$ cat config.mk
export PLATFORM = sky130hd
export DESIGN_NAME = multi_channel_led_fader_unit_flat
export DESIGN_NICKNAME = d
export VERILOG_FILES = /design/src/rtl/core/mclf_pkg.sv /design/src/rtl/core/mclf_if.sv /design/src/rtl/core/mclf_channel.sv /design/src/rtl/core/multi_channel_led_fader_unit.sv /design/src/flat_wrapper.sv
export SDC_FILE = /design/constraint.sdc
export NUM_CORES = 1
export LEC_CHECK = 0
export BUFFER_PORTS_ARGS = -buffer_cell sky130_fd_sc_hd__buf_4
export CAP_MARGIN = 10
export CORE_AREA = 3 3 178 180
export DETAILED_ROUTE_END_ITERATION = 6
export DIE_AREA = 0 0 181 183
export MAX_ROUTING_LAYER = met4
export PLACE_DENSITY_LB_ADDON = 0.2
export SETUP_SLACK_MARGIN = 0.1
export SYNTH_ARGS = -nofsm -noshare
export SYNTH_HDL_FRONTEND = slang
export SYNTH_HIERARCHICAL = 1
export SYNTH_SLANG_ARGS = --single-unit
$ cat constraint.sdc
create_clock -name clk -period 6.8 [get_ports clk]
set_input_delay 1.36 -clock clk [delete_from_list [all_inputs] [get_ports clk]]
set_output_delay 1.36 -clock clk [all_outputs]
set_load 0.01 [all_outputs]
$ cat src/rtl/core/mclf_pkg.sv
// Shared types and constants of the multi-channel LED fader.
`default_nettype none
package mclf_pkg;

  localparam int MAX_CH       = 4;
  localparam int CHANNELS_DEF = 4;
  localparam int CH_W         = 2;
  localparam int LEVEL_W      = 8;
  localparam int MASK_W       = 4;

  typedef enum logic {
    KIND_TICK  = 1'b0,
    KIND_START = 1'b1
  } mclf_kind_t;

  typedef struct packed {
    mclf_kind_t               kind;
    logic [CH_W-1:0]          channel;
    logic [LEVEL_W-1:0]       target_level;
    logic [LEVEL_W-1:0]       step_count;
    logic [LEVEL_W-1:0]       pause_ticks;
    logic signed [LEVEL_W-1:0] step_delta;
  } mclf_cmd_t;

  typedef struct packed {
    logic [LEVEL_W-1:0] level;
    logic               done;
  } mclf_stat_t;

endpackage
`default_nettype wire

$ cat src/rtl/core/mclf_if.sv
// Handshake channels of the fader: start/tick words in, level words out.
`default_nettype none
interface mclf_in_if;
  import mclf_pkg::*;
  logic                       valid;
  logic                       ready;
  logic                       kind;
  logic [CH_W-1:0]            channel;
  logic [LEVEL_W-1:0]         target_level;
  logic [LEVEL_W-1:0]         step_count;
  logic [LEVEL_W-1:0]         pause_ticks;
  logic signed [LEVEL_W-1:0]  step_delta;

  modport source (output valid, kind, channel, target_level, step_count, pause_ticks,
                  step_delta, input ready);
  modport sink (input valid, kind, channel, target_level, step_count, pause_ticks,
                step_delta, output ready);
endinterface

interface mclf_out_if;
  import mclf_pkg::*;
  logic               valid;
  logic               ready;
  logic [LEVEL_W-1:0] level_0;
  logic [LEVEL_W-1:0] level_1;
  logic [LEVEL_W-1:0] level_2;
  logic [LEVEL_W-1:0] level_3;
  logic [MASK_W-1:0]  done_mask;

  modport source (output valid, level_0, level_1, level_2, level_3, done_mask,
                  input ready);
  modport sink (input valid, level_0, level_1, level_2, level_3, done_mask,
                output ready);
endinterface
`default_nettype wire

$ cat src/rtl/core/mclf_channel.sv
// One fader channel: fade state and its per-word update.
`default_nettype none
module mclf_channel #(
  parameter int CH_IDX = 0
) (
  input  wire                 clk,
  input  wire                 rst_n,
  input  wire                 fire,
  input  wire mclf_pkg::mclf_cmd_t cmd,
  output mclf_pkg::mclf_stat_t stat_nxt
);
  import mclf_pkg::*;

  logic [LEVEL_W-1:0] level_r, level_nxt;
  logic [LEVEL_W-1:0] goal_r, goal_nxt;
  logic               done_r, done_nxt;
  logic [LEVEL_W-1:0] steps_r, steps_nxt;
  logic [LEVEL_W-1:0] reload_r, reload_nxt;
  logic [LEVEL_W-1:0] pause_r, pause_nxt;
  logic [LEVEL_W-1:0] delta_r, delta_nxt;

  logic               start_hit;
  logic               tick_hit;
  logic [LEVEL_W-1:0] pause_dec;
  logic [LEVEL_W-1:0] steps_dec;
  logic signed [LEVEL_W+1:0] sum;

  assign start_hit = (cmd.kind == KIND_START) && (cmd.channel == CH_W'(CH_IDX));
  assign tick_hit  = (cmd.kind == KIND_TICK) && !done_r;
  assign pause_dec = pause_r - LEVEL_W'(1);
  assign steps_dec = steps_r - LEVEL_W'(1);
  assign sum = $signed({2'b00, level_r}) + $signed({{2{delta_r[LEVEL_W-1]}}, delta_r});

  always_comb begin
    level_nxt  = level_r;
    goal_nxt   = goal_r;
    done_nxt   = done_r;
    steps_nxt  = steps_r;
    reload_nxt = reload_r;
    pause_nxt  = pause_r;
    delta_nxt  = delta_r;
    if (start_hit) begin
      goal_nxt   = cmd.target_level;
      steps_nxt  = cmd.step_count;
      reload_nxt = cmd.pause_ticks;
      pause_nxt  = cmd.pause_ticks;
      delta_nxt  = cmd.step_delta;
      done_nxt   = 1'b0;
    end else if (tick_hit) begin
      if (pause_dec != '0) begin
        pause_nxt = pause_dec;
      end else begin
        pause_nxt = reload_r;
        steps_nxt = steps_dec;
        if (steps_dec == '0) begin
          level_nxt = goal_r;
          done_nxt  = 1'b1;
        end else if (sum[LEVEL_W+1] || sum[LEVEL_W]) begin
          // snap to goal on overflow or underflow
          level_nxt = goal_r;
          done_nxt  = 1'b1;
        end else begin
          level_nxt = sum[LEVEL_W-1:0];
        end
      end
    end
  end

  always_ff @(posedge clk) begin
    if (!rst_n) begin
      level_r  <= '0;
      goal_r   <= '0;
      done_r   <= 1'b1;
      steps_r  <= '0;
      reload_r <= '0;
      pause_r  <= '0;
      delta_r  <= '0;
    end else if (fire) begin
      level_r  <= level_nxt;
      goal_r   <= goal_nxt;
      done_r   <= done_nxt;
      steps_r  <= steps_nxt;
      reload_r <= reload_nxt;
      pause_r  <= pause_nxt;
      delta_r  <= delta_nxt;
    end
  end

  assign stat_nxt.level = level_nxt;
  assign stat_nxt.done  = done_nxt;

endmodule
`default_nettype wire

$ cat src/rtl/core/multi_channel_led_fader_unit.sv
// Top level of the multi-channel LED fader: input register, channel update, result register.
//
//   port    dir  contents
//   in_if   in   kind, channel, target_level, step_count, pause_ticks, step_delta
//   out_if  out  level_0..level_3, done_mask
//
// Each accepted word gives one result word; one word per cycle while out_if.ready holds.
// The input register and the result register form a two-stage pipeline; the channel
// state updates as a word moves from the input register into the result register.
// A stalled result holds both stages; in_if.ready drops only when both are full.
// Reset (rst_n, synchronous) sets all levels to zero and all channels done.
`default_nettype none
module multi_channel_led_fader_unit #(
  parameter int CHANNELS = mclf_pkg::CHANNELS_DEF
) (
  input  wire       clk,
  input  wire       rst_n,
  mclf_in_if.sink   in_if,
  mclf_out_if.source out_if
);
  import mclf_pkg::*;

  logic       in_valid_r;
  mclf_cmd_t  in_cmd_r;
  logic       out_valid_r;
  logic [LEVEL_W-1:0] out_level_r [MAX_CH];
  logic [MASK_W-1:0]  out_mask_r;

  logic       out_free;
  logic       fire;
  logic       in_take;
  mclf_stat_t stat_nxt [MAX_CH];
  logic [LEVEL_W-1:0] level_nxt [MAX_CH];
  logic [MASK_W-1:0]  mask_nxt;

  assign out_free    = !out_valid_r || out_if.ready;
  assign fire        = in_valid_r && out_free;
  assign in_if.ready = !in_valid_r || out_free;
  assign in_take     = in_if.valid && in_if.ready;

  for (genvar c = 0; c < MAX_CH; c++) begin : g_ch
    if (c < CHANNELS) begin : g_on
      mclf_channel #(.CH_IDX(c)) u_ch (
        .clk      (clk),
        .rst_n    (rst_n),
        .fire     (fire),
        .cmd      (in_cmd_r),
        .stat_nxt (stat_nxt[c])
      );
      assign level_nxt[c] = stat_nxt[c].level;
      assign mask_nxt[c]  = stat_nxt[c].done;
    end else begin : g_off
      assign stat_nxt[c]  = '0;
      assign level_nxt[c] = stat_nxt[c].level;
      assign mask_nxt[c]  = stat_nxt[c].done;
    end
  end

  always_ff @(posedge clk) begin
    if (!rst_n) begin
      in_valid_r <= 1'b0;
    end else if (in_if.ready) begin
      in_valid_r <= in_if.valid;
    end
    if (in_take) begin
      in_cmd_r.kind         <= mclf_kind_t'(in_if.kind);
      in_cmd_r.channel      <= in_if.channel;
      in_cmd_r.target_level <= in_if.target_level;
      in_cmd_r.step_count   <= in_if.step_count;
      in_cmd_r.pause_ticks  <= in_if.pause_ticks;
      in_cmd_r.step_delta   <= in_if.step_delta;
    end
  end

  always_ff @(posedge clk) begin
    if (!rst_n) begin
      out_valid_r <= 1'b0;
    end else if (out_free) begin
      out_valid_r <= in_valid_r;
    end
    if (fire) begin
      out_level_r <= level_nxt;
      out_mask_r  <= mask_nxt;
    end
  end

  assign out_if.valid     = out_valid_r;
  assign out_if.level_0   = out_level_r[0];
  assign out_if.level_1   = out_level_r[1];
  assign out_if.level_2   = out_level_r[2];
  assign out_if.level_3   = out_level_r[3];
  assign out_if.done_mask = out_mask_r;

endmodule
`default_nettype wire
$ cat src/flat_wrapper.sv
// flat-port wrapper written by rule: the top's interface ports become plain ports
module multi_channel_led_fader_unit_flat import mclf_pkg::*;
#(
  parameter int CHANNELS = mclf_pkg::CHANNELS_DEF
)
  (clk, rst_n, in_if_valid, in_if_kind, in_if_channel, in_if_target_level, in_if_step_count, in_if_pause_ticks, in_if_step_delta, in_if_ready, out_if_valid, out_if_level_0, out_if_level_1, out_if_level_2, out_if_level_3, out_if_done_mask, out_if_ready);
  mclf_in_if in_if_i ();
  mclf_out_if out_if_i ();
  input  wire clk;
  input  wire rst_n;
  input wire logic [$bits(in_if_i.valid)-1:0] in_if_valid;
  input wire logic [$bits(in_if_i.kind)-1:0] in_if_kind;
  input wire logic [$bits(in_if_i.channel)-1:0] in_if_channel;
  input wire logic [$bits(in_if_i.target_level)-1:0] in_if_target_level;
  input wire logic [$bits(in_if_i.step_count)-1:0] in_if_step_count;
  input wire logic [$bits(in_if_i.pause_ticks)-1:0] in_if_pause_ticks;
  input wire logic [$bits(in_if_i.step_delta)-1:0] in_if_step_delta;
  output wire logic [$bits(in_if_i.ready)-1:0] in_if_ready;
  output wire logic [$bits(out_if_i.valid)-1:0] out_if_valid;
  output wire logic [$bits(out_if_i.level_0)-1:0] out_if_level_0;
  output wire logic [$bits(out_if_i.level_1)-1:0] out_if_level_1;
  output wire logic [$bits(out_if_i.level_2)-1:0] out_if_level_2;
  output wire logic [$bits(out_if_i.level_3)-1:0] out_if_level_3;
  output wire logic [$bits(out_if_i.done_mask)-1:0] out_if_done_mask;
  input wire logic [$bits(out_if_i.ready)-1:0] out_if_ready;
  assign in_if_i.valid = in_if_valid;
  assign in_if_i.kind = in_if_kind;
  assign in_if_i.channel = in_if_channel;
  assign in_if_i.target_level = in_if_target_level;
  assign in_if_i.step_count = in_if_step_count;
  assign in_if_i.pause_ticks = in_if_pause_ticks;
  assign in_if_i.step_delta = in_if_step_delta;
  assign in_if_ready = in_if_i.ready;
  assign out_if_valid = out_if_i.valid;
  assign out_if_level_0 = out_if_i.level_0;
  assign out_if_level_1 = out_if_i.level_1;
  assign out_if_level_2 = out_if_i.level_2;
  assign out_if_level_3 = out_if_i.level_3;
  assign out_if_done_mask = out_if_i.done_mask;
  assign out_if_i.ready = out_if_ready;
  multi_channel_led_fader_unit #(.CHANNELS(CHANNELS)) u_core (.clk(clk), .rst_n(rst_n), .in_if(in_if_i), .out_if(out_if_i));
endmodule
==> reports/metrics.cfg, run 1 <==
[grt]
overflow=0
grt_start_max_net_pins=64
grt_util_all_layers_pct=22.2
grt_pass1_wl_mm=58.0
antenna_found_initial=1
grt_pass1_vias=10900

[final_layout]
diodes=0
drive_above_1_share_pct=12.2
areaGrowthSynthToFinish_pct=13.8
fin_nets=1672
utilization_pct=50.9

[setup_path]
critPathKind=input port to register
worstReg2RegEnd=u_core/g_ch[3].g_on.u_ch/steps_r[5]
regToRegStartpoint=u_core/in_cmd_r[34]
worstPathRequired_ps=7230
slowest_stage=and3_1
crit_path_cell_trace=buf_4, nor2b_4, nor2b_4, buf_4, o21ai_4, nor2_1, and3_1, nand2_1, o311ai_1, o21ai_0
crit_path_max_incr_delay_ps=610
r2r_slack_ps=3590
reg2reg_depth=7
critical_path.max_fanout=41
start_kind=input port
crit_path_end_kind=register
crit_arrival_ps=3750

[cts]
cts_buffers=30
cts_setup_buffers=0
cts_tree=built
hold_buffers=0
cts_resized=0
cts_sinks=269
clk_latency_ps=550
clockBufferDepth=3
cts_root_buf=clkbuf_16
clk_pin_slew_ps=60
cts.htree.levels=1

[synthesis]
synth_fa_ha_area_share_pct=5.38
async_flop_share_pct=0
syn_inst=1534
ys.warnings.count=6
synth_top_family_by_area=simple AND/OR/NAND/NOR gates
synthesis.area_sq_um=13600
synthFlopType=dfxtp_1
synthSimpleGateAreaFrac_pct=21.5
ys_types=78
ys_ff_latch=269
synth_xor_area_share_pct=2.64
synth_compound_area_share_pct=18.9
syn_nets=1629
synth_edf_count=71
yosysSeqAreaShare_pct=44.9
synth_mux_area_share_pct=2.56
syn_avg_cell_area_sq_um=8.86

[hold_path]
hp-class=register to register
hold_depth=2
min-delay-start=u_core/g_ch[2].g_on.u_ch/goal_r[0]
hold_end=u_core/g_ch[2].g_on.u_ch/goal_r[0]

[place]
hpwl_mm=24.5
port_buffers=76
gp_congestion=0.888
dp_slack_ps=2880

[sta]
fin_crit_ps=3310
holdWs_ps=457
worst_slew_pin_slew_ps=990
rsz0062_at_grt=no
setup_viol_count_final=0
clock.fmax_mhz=302
hold_violations=0
setup_ws_ps=3490
final_max_slew_viol_count=0
maxSlewHeadroom_pct=34.0
min_period_over_period_pct=48.7
clock_skew_ps=15.5
fin_setup_tns_ps=0

[floorplanning]
coreArea_sq_um=30300
rows=64
die_area_sq_um=33100
die_y_microns=183
dieWidth_microns=181
ios=77
start_util_pct=44.8

[route]
viasPerCell=5.64
drc_errors=0
ant_nets=0
vias=11300
drtIter0Drc=839
dr.pass1.iters=5
wl_mm=36.6
routedWlPerCell_microns=18.3

[pwr]
power.density_nw_per_um2=238
ir_drop_uv=176
leakage_uw=0.00562

[job]
cap_violations=0

[outcome]
status=completed

==> cell type report <==
cell class	instances	area, sq um
fillers	2823	14900
multi-input cells	1140	6940
flip-flops and latches	269	6100
clock buffers	51	1040
repair buffers	87	653
well taps	396	495
inverters	49	184
clock inverters	5	50.0
==> stage by stage <==
stage | instance area (sq um) | power [uW] | cells
global route | 15500 | 3810 | 1997
floorplan | 13600 | 1890 | 1534
CTS | 15500 | 3710 | 1997
detailed placement | 14400 | 1990 | 1941
global placement | 14400 | 1990 | 1941
finish | 15500 | 3680 | 1997
==> registers in the layout, summed over array words and instances, names as in the netlist, 32 cells and up <==
name / count
u_core/in_cmd_r: 35
u_core/g_ch.g_on.u_ch/delta_r: 32
u_core/g_ch.g_on.u_ch/goal_r: 32
u_core/g_ch.g_on.u_ch/level_r: 32
u_core/g_ch.g_on.u_ch/pause_r: 32
u_core/g_ch.g_on.u_ch/reload_r: 32
u_core/g_ch.g_on.u_ch/steps_r: 32
==> cell usage in the layout, fill, tap and decap left out, types with 5 or more instances in the layout <==
| cell type | netlist | routed |
|---|---|---|
| a31oi_1 | 5 | 5 |
| nor2_1 | 87 | 87 |
| o22ai_1 | 9 | 9 |
| buf_4 | 8 | 87 |
| xnor2_1 | 30 | 30 |
| nor4_2 | 6 | 6 |
| nand3_1 | 28 | 28 |
| a21oi_2 | 6 | 6 |
| nor3b_1 | 8 | 7 |
| inv_1 | 46 | 46 |
| a21oi_1 | 147 | 146 |
| o31a_1 | 6 | 6 |
| o31ai_1 | 13 | 13 |
| a221o_1 | 8 | 8 |
| ha_1 | 52 | 52 |
| a21boi_0 | 29 | 29 |
| o21a_1 | 13 | 13 |
| and2_1 | 7 | 7 |
| and3_1 | 11 | 11 |
| edfxtp_1 | 71 | 71 |
| or3_1 | 15 | 15 |
| xor2_1 | 11 | 11 |
| dfxtp_1 | 198 | 198 |
| mux2i_1 | 32 | 32 |
| nor4_1 | 27 | 27 |
| nor2b_1 | 9 | 8 |
| nor3_1 | 40 | 40 |
| clkbuf_8 | 0 | 10 |
| nand2b_1 | 6 | 6 |
| clkbuf_16 | 0 | 35 |
| o21ai_0 | 72 | 72 |
| a22oi_1 | 5 | 5 |
| a211oi_1 | 19 | 19 |
| o21ai_1 | 13 | 13 |
| nand4_1 | 7 | 7 |
| o2111ai_1 | 6 | 6 |
| nand2_1 | 308 | 308 |
| clkbuf_1 | 53 | 6 |
| o211ai_1 | 12 | 12 |
| a21o_1 | 16 | 16 |
==> routing by layer <==
metal | vias to the layer above | track usage (%) | share of wire, %
met5 | - | - | 0
met4 | 0 | 6.12 | 2.7
met3 | 65 | 2.84 | 6.3
met2 | 315 | 36.5 | 46
met1 | 5325 | 29.0 | 45
li1 | 5558 | - | -
==> cell families after synthesis <==
group / count (synthesis)
adders and majority gates: 56
and+or+nand+nor: 603
DFF: 269
xor gates and xnor gates: 41
buffers and inverters: 125
AOI/OAI and AO/OA: 406
muxes: 34
==> worst max-delay path by stage <==
stage	slack, ps	start	endpoint
after floorplan	1450	out_if_ready	u_core/g_ch[0].g_on.u_ch/level_r[4]
after CTS	3480	out_if_ready	u_core/g_ch[3].g_on.u_ch/steps_r[5]
after global placement	2930	out_if_ready	u_core/g_ch[3].g_on.u_ch/steps_r[5]
final	3490	out_if_ready	u_core/g_ch[3].g_on.u_ch/steps_r[5]
after detailed placement	2880	out_if_ready	u_core/g_ch[3].g_on.u_ch/steps_r[5]
after global routing	3210	out_if_ready	u_core/g_ch[3].g_on.u_ch/steps_r[5]
==> report_power, final <==
| part | leakage (uW) | internal (uW) | switching [uW] |
|---|---|---|---|
| registers | 0.00228 | 1680 | 62.3 |
| clock network | 0.000540 | 1070 | 655 |
| logic | 0.00280 | 89.9 | 127 |
==> synth_stat cells (all sizes together), types with 5 or more instances <==
cell | number | area [sq um]
nand2 | 311 | 1170
dfxtp | 198 | 3960
a21oi | 153 | 788
nor2 | 89 | 349
o21ai | 86 | 442
edfxtp | 71 | 2130
clkbuf | 53 | 199
ha | 52 | 651
inv | 46 | 173
nor3 | 44 | 259
a21boi | 34 | 267
mux2i | 34 | 348
nor4 | 34 | 265
nand3 | 32 | 180
xnor2 | 30 | 263
buf | 23 | 190
a211oi | 21 | 168
a21o | 16 | 120
or3 | 15 | 93.8
and2 | 14 | 97.6
and3 | 13 | 83.8
o21a | 13 | 97.6
o31ai | 13 | 97.6
o211ai | 12 | 90.1
xor2 | 11 | 96.3
nor2b | 10 | 70.1
nor3b | 9 | 72.6
o22ai | 9 | 56.3
a221o | 8 | 80.1
nand4 | 7 | 43.8
nand2b | 6 | 37.5
o2111ai | 6 | 52.6
o31a | 6 | 52.6
or4 | 6 | 60.1
a22oi | 5 | 37.5
a31oi | 5 | 31.3
==> critical path: cells and delay by family <==
family | cells | cell delay, ps
simple gates | 5 | 1250
buf+inv | 2 | 600
compound gates | 3 | 520
Power figures use the tool's default switching activity.
==> run 2, diff against run 1 <==
Clock period 6.8 ns to 2.7 ns, I/O delays scaled along.
==> reports/metrics.cfg, run 2 (synthesis results as in run 1) <==
[outcome]
status=finished, violations left
violations=negative setup slack

[grt]
grt_start_max_net_pins=49  ; -23%
grt_pass1_vias=10900  ; +0.70%
grt_util_all_layers_pct=22.9  ; +0.77 points
grt_pass1_wl_mm=59.9  ; +3.3%
overflow=0  ; unchanged
antenna_found_initial=0  ; -1

[floorplanning]
rows=64  ; unchanged
die_y_microns=183  ; unchanged
start_util_pct=44.8  ; unchanged
coreArea_sq_um=30300  ; unchanged
dieWidth_microns=181  ; unchanged
ios=77  ; unchanged
die_area_sq_um=33100  ; unchanged

[sta]
clock_skew_ps=29.2  ; +13.7 ps
clock.fmax_mhz=364
maxSlewHeadroom_pct=42.5  ; +8.5 points
rsz0062_at_grt=yes
fin_crit_ps=2750
final_max_slew_viol_count=0  ; unchanged
hold_violations=0  ; unchanged
setup_viol_count_final=5  ; +5
holdWs_ps=148  ; -309 ps
setup_ws_ps=-47.6  ; -3530 ps
min_period_over_period_pct=102
worst_slew_pin_slew_ps=856  ; -133 ps

[final_layout]
utilization_pct=55.5  ; +4.6 points
largest_register=u_core/in_cmd_r
nFillCells=2747  ; -2.7%
diodes=0  ; unchanged
final_common_cell=nand2_1
areaGrowthSynthToFinish_pct=24.0
drive_above_1_share_pct=23.2  ; +11 points
layout.cells.non_filler=2092  ; +4.8%
fin_nets=1769  ; +5.8%
mostFrequentLayoutCells=nand2_1 (306), dfxtp_1 (183), buf_4 (169), a21oi_1 (135), nor2_1 (85)
largest_register_ffs=35  ; unchanged
fin_area_sq_um=16800  ; +9.0%

[setup_path]
critPathKind=register to register
critical_path.max_fanout=7  ; -83%
start_kind=register
worstPathRequired_ps=2990  ; -4240 ps
crit_arrival_ps=3030  ; -720 ps
r2r_slack_ps=-50  ; -3640 ps
crit_path_end_kind=register

[route]
vias=11800  ; +4.7%
drtIter0Drc=1021  ; +22%
viasPerCell=5.64  ; about the same
dr.pass1.iters=5  ; unchanged
ant_nets=0  ; unchanged
drc_errors=0  ; unchanged
routedWlPerCell_microns=18.7  ; +2.0%
wl_mm=39.1  ; +6.8%

[pwr]
leakage_uw=0.00611  ; +8.7%
ir_drop_uv=463  ; +160%
power.density_nw_per_um2=538  ; +130%

[hold_path]
hp-class=input port to register

[cts]
cts.htree.levels=1  ; unchanged
clk_pin_slew_ps=60  ; about the same
cts_sinks=269  ; unchanged
cts_root_buf=clkbuf_16
cts_buffers=29  ; -3.3%
clk_latency_ps=570  ; +20 ps
cts_tree=built
clockBufferDepth=3  ; unchanged
hold_buffers=0  ; unchanged

[job]
cap_violations=0  ; unchanged

[place]
hpwl_mm=25.7  ; +4.8%
dp_slack_ps=-110  ; -2990 ps
gp_congestion=0.918  ; +3.4%
port_buffers=76  ; unchanged
placed_cells=1994  ; +2.7%
dpl-instance-area_sq_um=14800  ; +3.0%

## run 2: worst paths after layout
check,from,to,cells past startpoint
setup / recovery,u_core/g_ch[1].g_on.u_ch/level_r[0],u_core/out_if.level_1[3],11
hold / removal,in_if_pause_ticks[0],u_core/in_cmd_r[8],1
setup reg to reg,u_core/g_ch[1].g_on.u_ch/level_r[0],u_core/out_if.level_1[3],11
hold reg to reg,u_core/g_ch[2].g_on.u_ch/reload_r[1],u_core/g_ch[2].g_on.u_ch/reload_r[1],2
## run 2: cell type report
cell class	instances	area [sq um]	area share, %
clock buffers	41	831	4.93
clock inverters	12	141	0.839
inverters	49	184	1.09
multi-input cells	1142	7600	45.1
flip-flops and latches	269	6120	36.3
well taps	396	495	2.94
repair buffers	183	1470	8.73
## run 2: where the power goes
group          switching [uW]  internal (uW)
Sequential                159           4230
Combinational             348            266
Clock                    1640           2420
## run 2: per-layer routing
layer	wire length (microns)	vias to the layer above	GRT usage [%]
met4	1110	0	6.34
met1	18200	5625	32.1
met3	2560	84	3.31
met5	0	-	-
li1	-	5742	-
met2	17300	342	35.0
## run 2: metrics by stage
stage	power, uW	TNS [ps]
global route	9390	-2100
detailed placement	5060	-837
floorplan	4770	0
finish	9070	-104
CTS	9130	0
global placement	5050	0
## run 2: repair_timing
action	in CTS	in global routing
cloned	1	2
setup buffers	22	21
setup endpoints to repair	37	83
pin swaps	22	37
gates resized for setup	50	121
## run 2: critical path, stage by stage, from the launching register on
cell,delay (ps)
dfxtp_4,350
ha_4,160
inv_2,50
fa_2,210
nor2b_2,50
o31a_1,310
a221o_1,380
and4b_2,290
nor2_4,140
buf_12,170
mux2i_4,260
o21ai_1,100
==> run 3, diff against run 2 <==
Clock period 2.7 ns to 3 ns, I/O delays scaled along.
==> reports/metrics.cfg, run 3 (synthesis results as in run 1) <==
[final_layout]
mostFrequentLayoutCells=nand2_1 (308), dfxtp_1 (195), a21oi_1 (146), buf_4 (118), nor2_1 (87)
largest_register=u_core/in_cmd_r
nFillCells=2839  ; +3.3%
fin_nets=1704  ; -3.7%
final_common_cell=nand2_1
largest_register_ffs=35  ; unchanged
drive_above_1_share_pct=15.7  ; -7.5 points
areaGrowthSynthToFinish_pct=16.5
utilization_pct=52.2  ; -3.3 points

[floorplanning]
rows=64  ; unchanged
start_util_pct=44.8  ; unchanged
die_y_microns=183  ; unchanged
ios=77  ; unchanged
die_area_sq_um=33100  ; unchanged
coreArea_sq_um=30300  ; unchanged
dieWidth_microns=181  ; unchanged

[cts]
hold_buffers=0  ; unchanged
clk_pin_slew_ps=60  ; about the same
cts.htree.levels=1  ; unchanged
clockBufferDepth=3  ; unchanged
cts_tree=built
cts_buffers=29  ; unchanged
clk_latency_ps=550  ; -20 ps
cts_sinks=269  ; unchanged
cts_root_buf=clkbuf_16

[sta]
maxSlewHeadroom_pct=39.2  ; -3.4 points
hold_violations=0  ; unchanged
holdWs_ps=229  ; +81.3 ps
min_period_over_period_pct=93.0  ; -8.8 points
fin_crit_ps=2790  ; +41.5 ps
rsz0062_at_grt=no
clock.fmax_mhz=359  ; -1.5%
fin_setup_tns_ps=0  ; +104 ps
clock_skew_ps=10.4  ; -18.8 ps
worst_slew_pin_slew_ps=906  ; +50.1 ps
final_max_slew_viol_count=0  ; unchanged
setup_viol_count_final=0  ; -5

[hold_path]
hp-class=input port to register

[route]
dr.pass1.iters=5  ; unchanged
routedWlPerCell_microns=18.5  ; -0.94%
drc_errors=0  ; unchanged
drtIter0Drc=897  ; -12%
viasPerCell=5.65  ; +0.24%
wl_mm=37.5  ; -4.0%
vias=11500  ; -2.8%
ant_nets=0  ; unchanged

[job]
cap_violations=0  ; unchanged

[grt]
overflow=0  ; unchanged
antenna_found_initial=1  ; +1
grt_pass1_vias=10700  ; -1.8%
grt_start_max_net_pins=43  ; -12%
grt_util_all_layers_pct=22.5  ; -0.44 points
grt_pass1_wl_mm=58.4  ; -2.5%

[pwr]
ir_drop_uv=396  ; -14%
leakage_uw=0.00579  ; -5.3%
total_power_uw=8420  ; -7.1%
power.density_nw_per_um2=532  ; -1.2%

[setup_path]
worstPathRequired_ps=3290  ; +300 ps
critPathKind=register to register
cp_num_buf_inv=1  ; -1
crit_path_max_incr_delay_ps=420  ; +40 ps
crit_path_cell_trace=ha_2, inv_2, fa_2, nor2b_1, o31a_1, a221o_1, and4b_2, nor2_4, mux2i_2, o21ai_0
critPathTopFamily=compound AO/OA/AOI/OAI gates
slowest_stage=a221o_1
crit_arrival_ps=3070  ; +40 ps
crit_path_end_kind=register
start_kind=register
critical_path.max_fanout=7  ; unchanged

[place]
hpwl_mm=25.3  ; -1.5%
port_buffers=76  ; unchanged
gp_congestion=0.874  ; -4.8%

[outcome]
status=completed

run 3: cell types whose count changed in the layout (fill, tap and decap cells not counted), sizes merged:
| cell | previous run | this run |
|---|---|---|
| clkbuf | 41 | 36 |
| and2 | 16 | 14 |
| buf | 183 | 120 |
| bufinv | 3 | 6 |
| clkinvlp | 1 | 2 |
| inv | 48 | 49 |
| diode | 0 | 1 |
run 3: layout make-up:
cell class              count  area, sq um  area share [%]
multi-input cells        1140         7060            44.6
flip-flops and latches    269         6100            38.5
repair buffers            120          917            5.79
clock buffers              36          825            5.21
well taps                 396          495            3.13
clock inverters            17          243            1.53
inverters                  49          184            1.16
diodes                      1         2.50          0.0158
run 3: what timing repair did:
action                     CTS  global route
setup endpoints to repair    0            29
buffers inserted             0             7
gates resized for setup      0            44
run 3: where the power goes:
part	total, uW	switching, uW	internal [uW]
sequential	3950	141	3810
clock	3950	1490	2460
combinational	515	299	216
run 3: worst register-to-register path, stage by stage (launching register included):
cell and delay (ps):
dfxtp_2 330, ha_2 200, inv_2 60, fa_2 210, nor2b_1 60, o31a_1 320
a221o_1 420, and4b_2 290, nor2_4 270, mux2i_2 270, o21ai_0 100
run 3: final timing paths:
| path | to | depth (start not counted) | start | slack (ps) |
|---|---|---|---|---|
| hold reg to reg | u_core/g_ch[0].g_on.u_ch/reload_r[5] | 2 | u_core/g_ch[0].g_on.u_ch/reload_r[5] | 460 |
| hold / removal | u_core/in_cmd_r[3] | 1 | in_if_step_delta[3] | 230 |
| setup / recovery | u_core/out_if.level_1[6] | 10 | u_core/g_ch[1].g_on.u_ch/level_r[0] | 210 |
| setup reg to reg | u_core/out_if.level_1[6] | 10 | u_core/g_ch[1].g_on.u_ch/level_r[0] | 210 |
run 3: metal layers:
layer | wire length [microns] | share of wire (%) | up-vias | track usage (%)
li1 | - | - | 5596 | -
met1 | 17500 | 47 | 5489 | 31.0
met2 | 16800 | 45 | 308 | 34.4
met3 | 2000 | 5.3 | 67 | 2.94
met4 | 1210 | 3.2 | 0 | 7.68
met5 | 0 | 0 | - | -
run 3: stage by stage:
step	area, sq um	setup slack (ps)	instances
floorplan	13600	169	1534
CTS	15600	130	2019
global placement	14600	232	1966
global route	15800	56.2	2028
finish	15800	211	2028
detailed placement	14600	163	1966
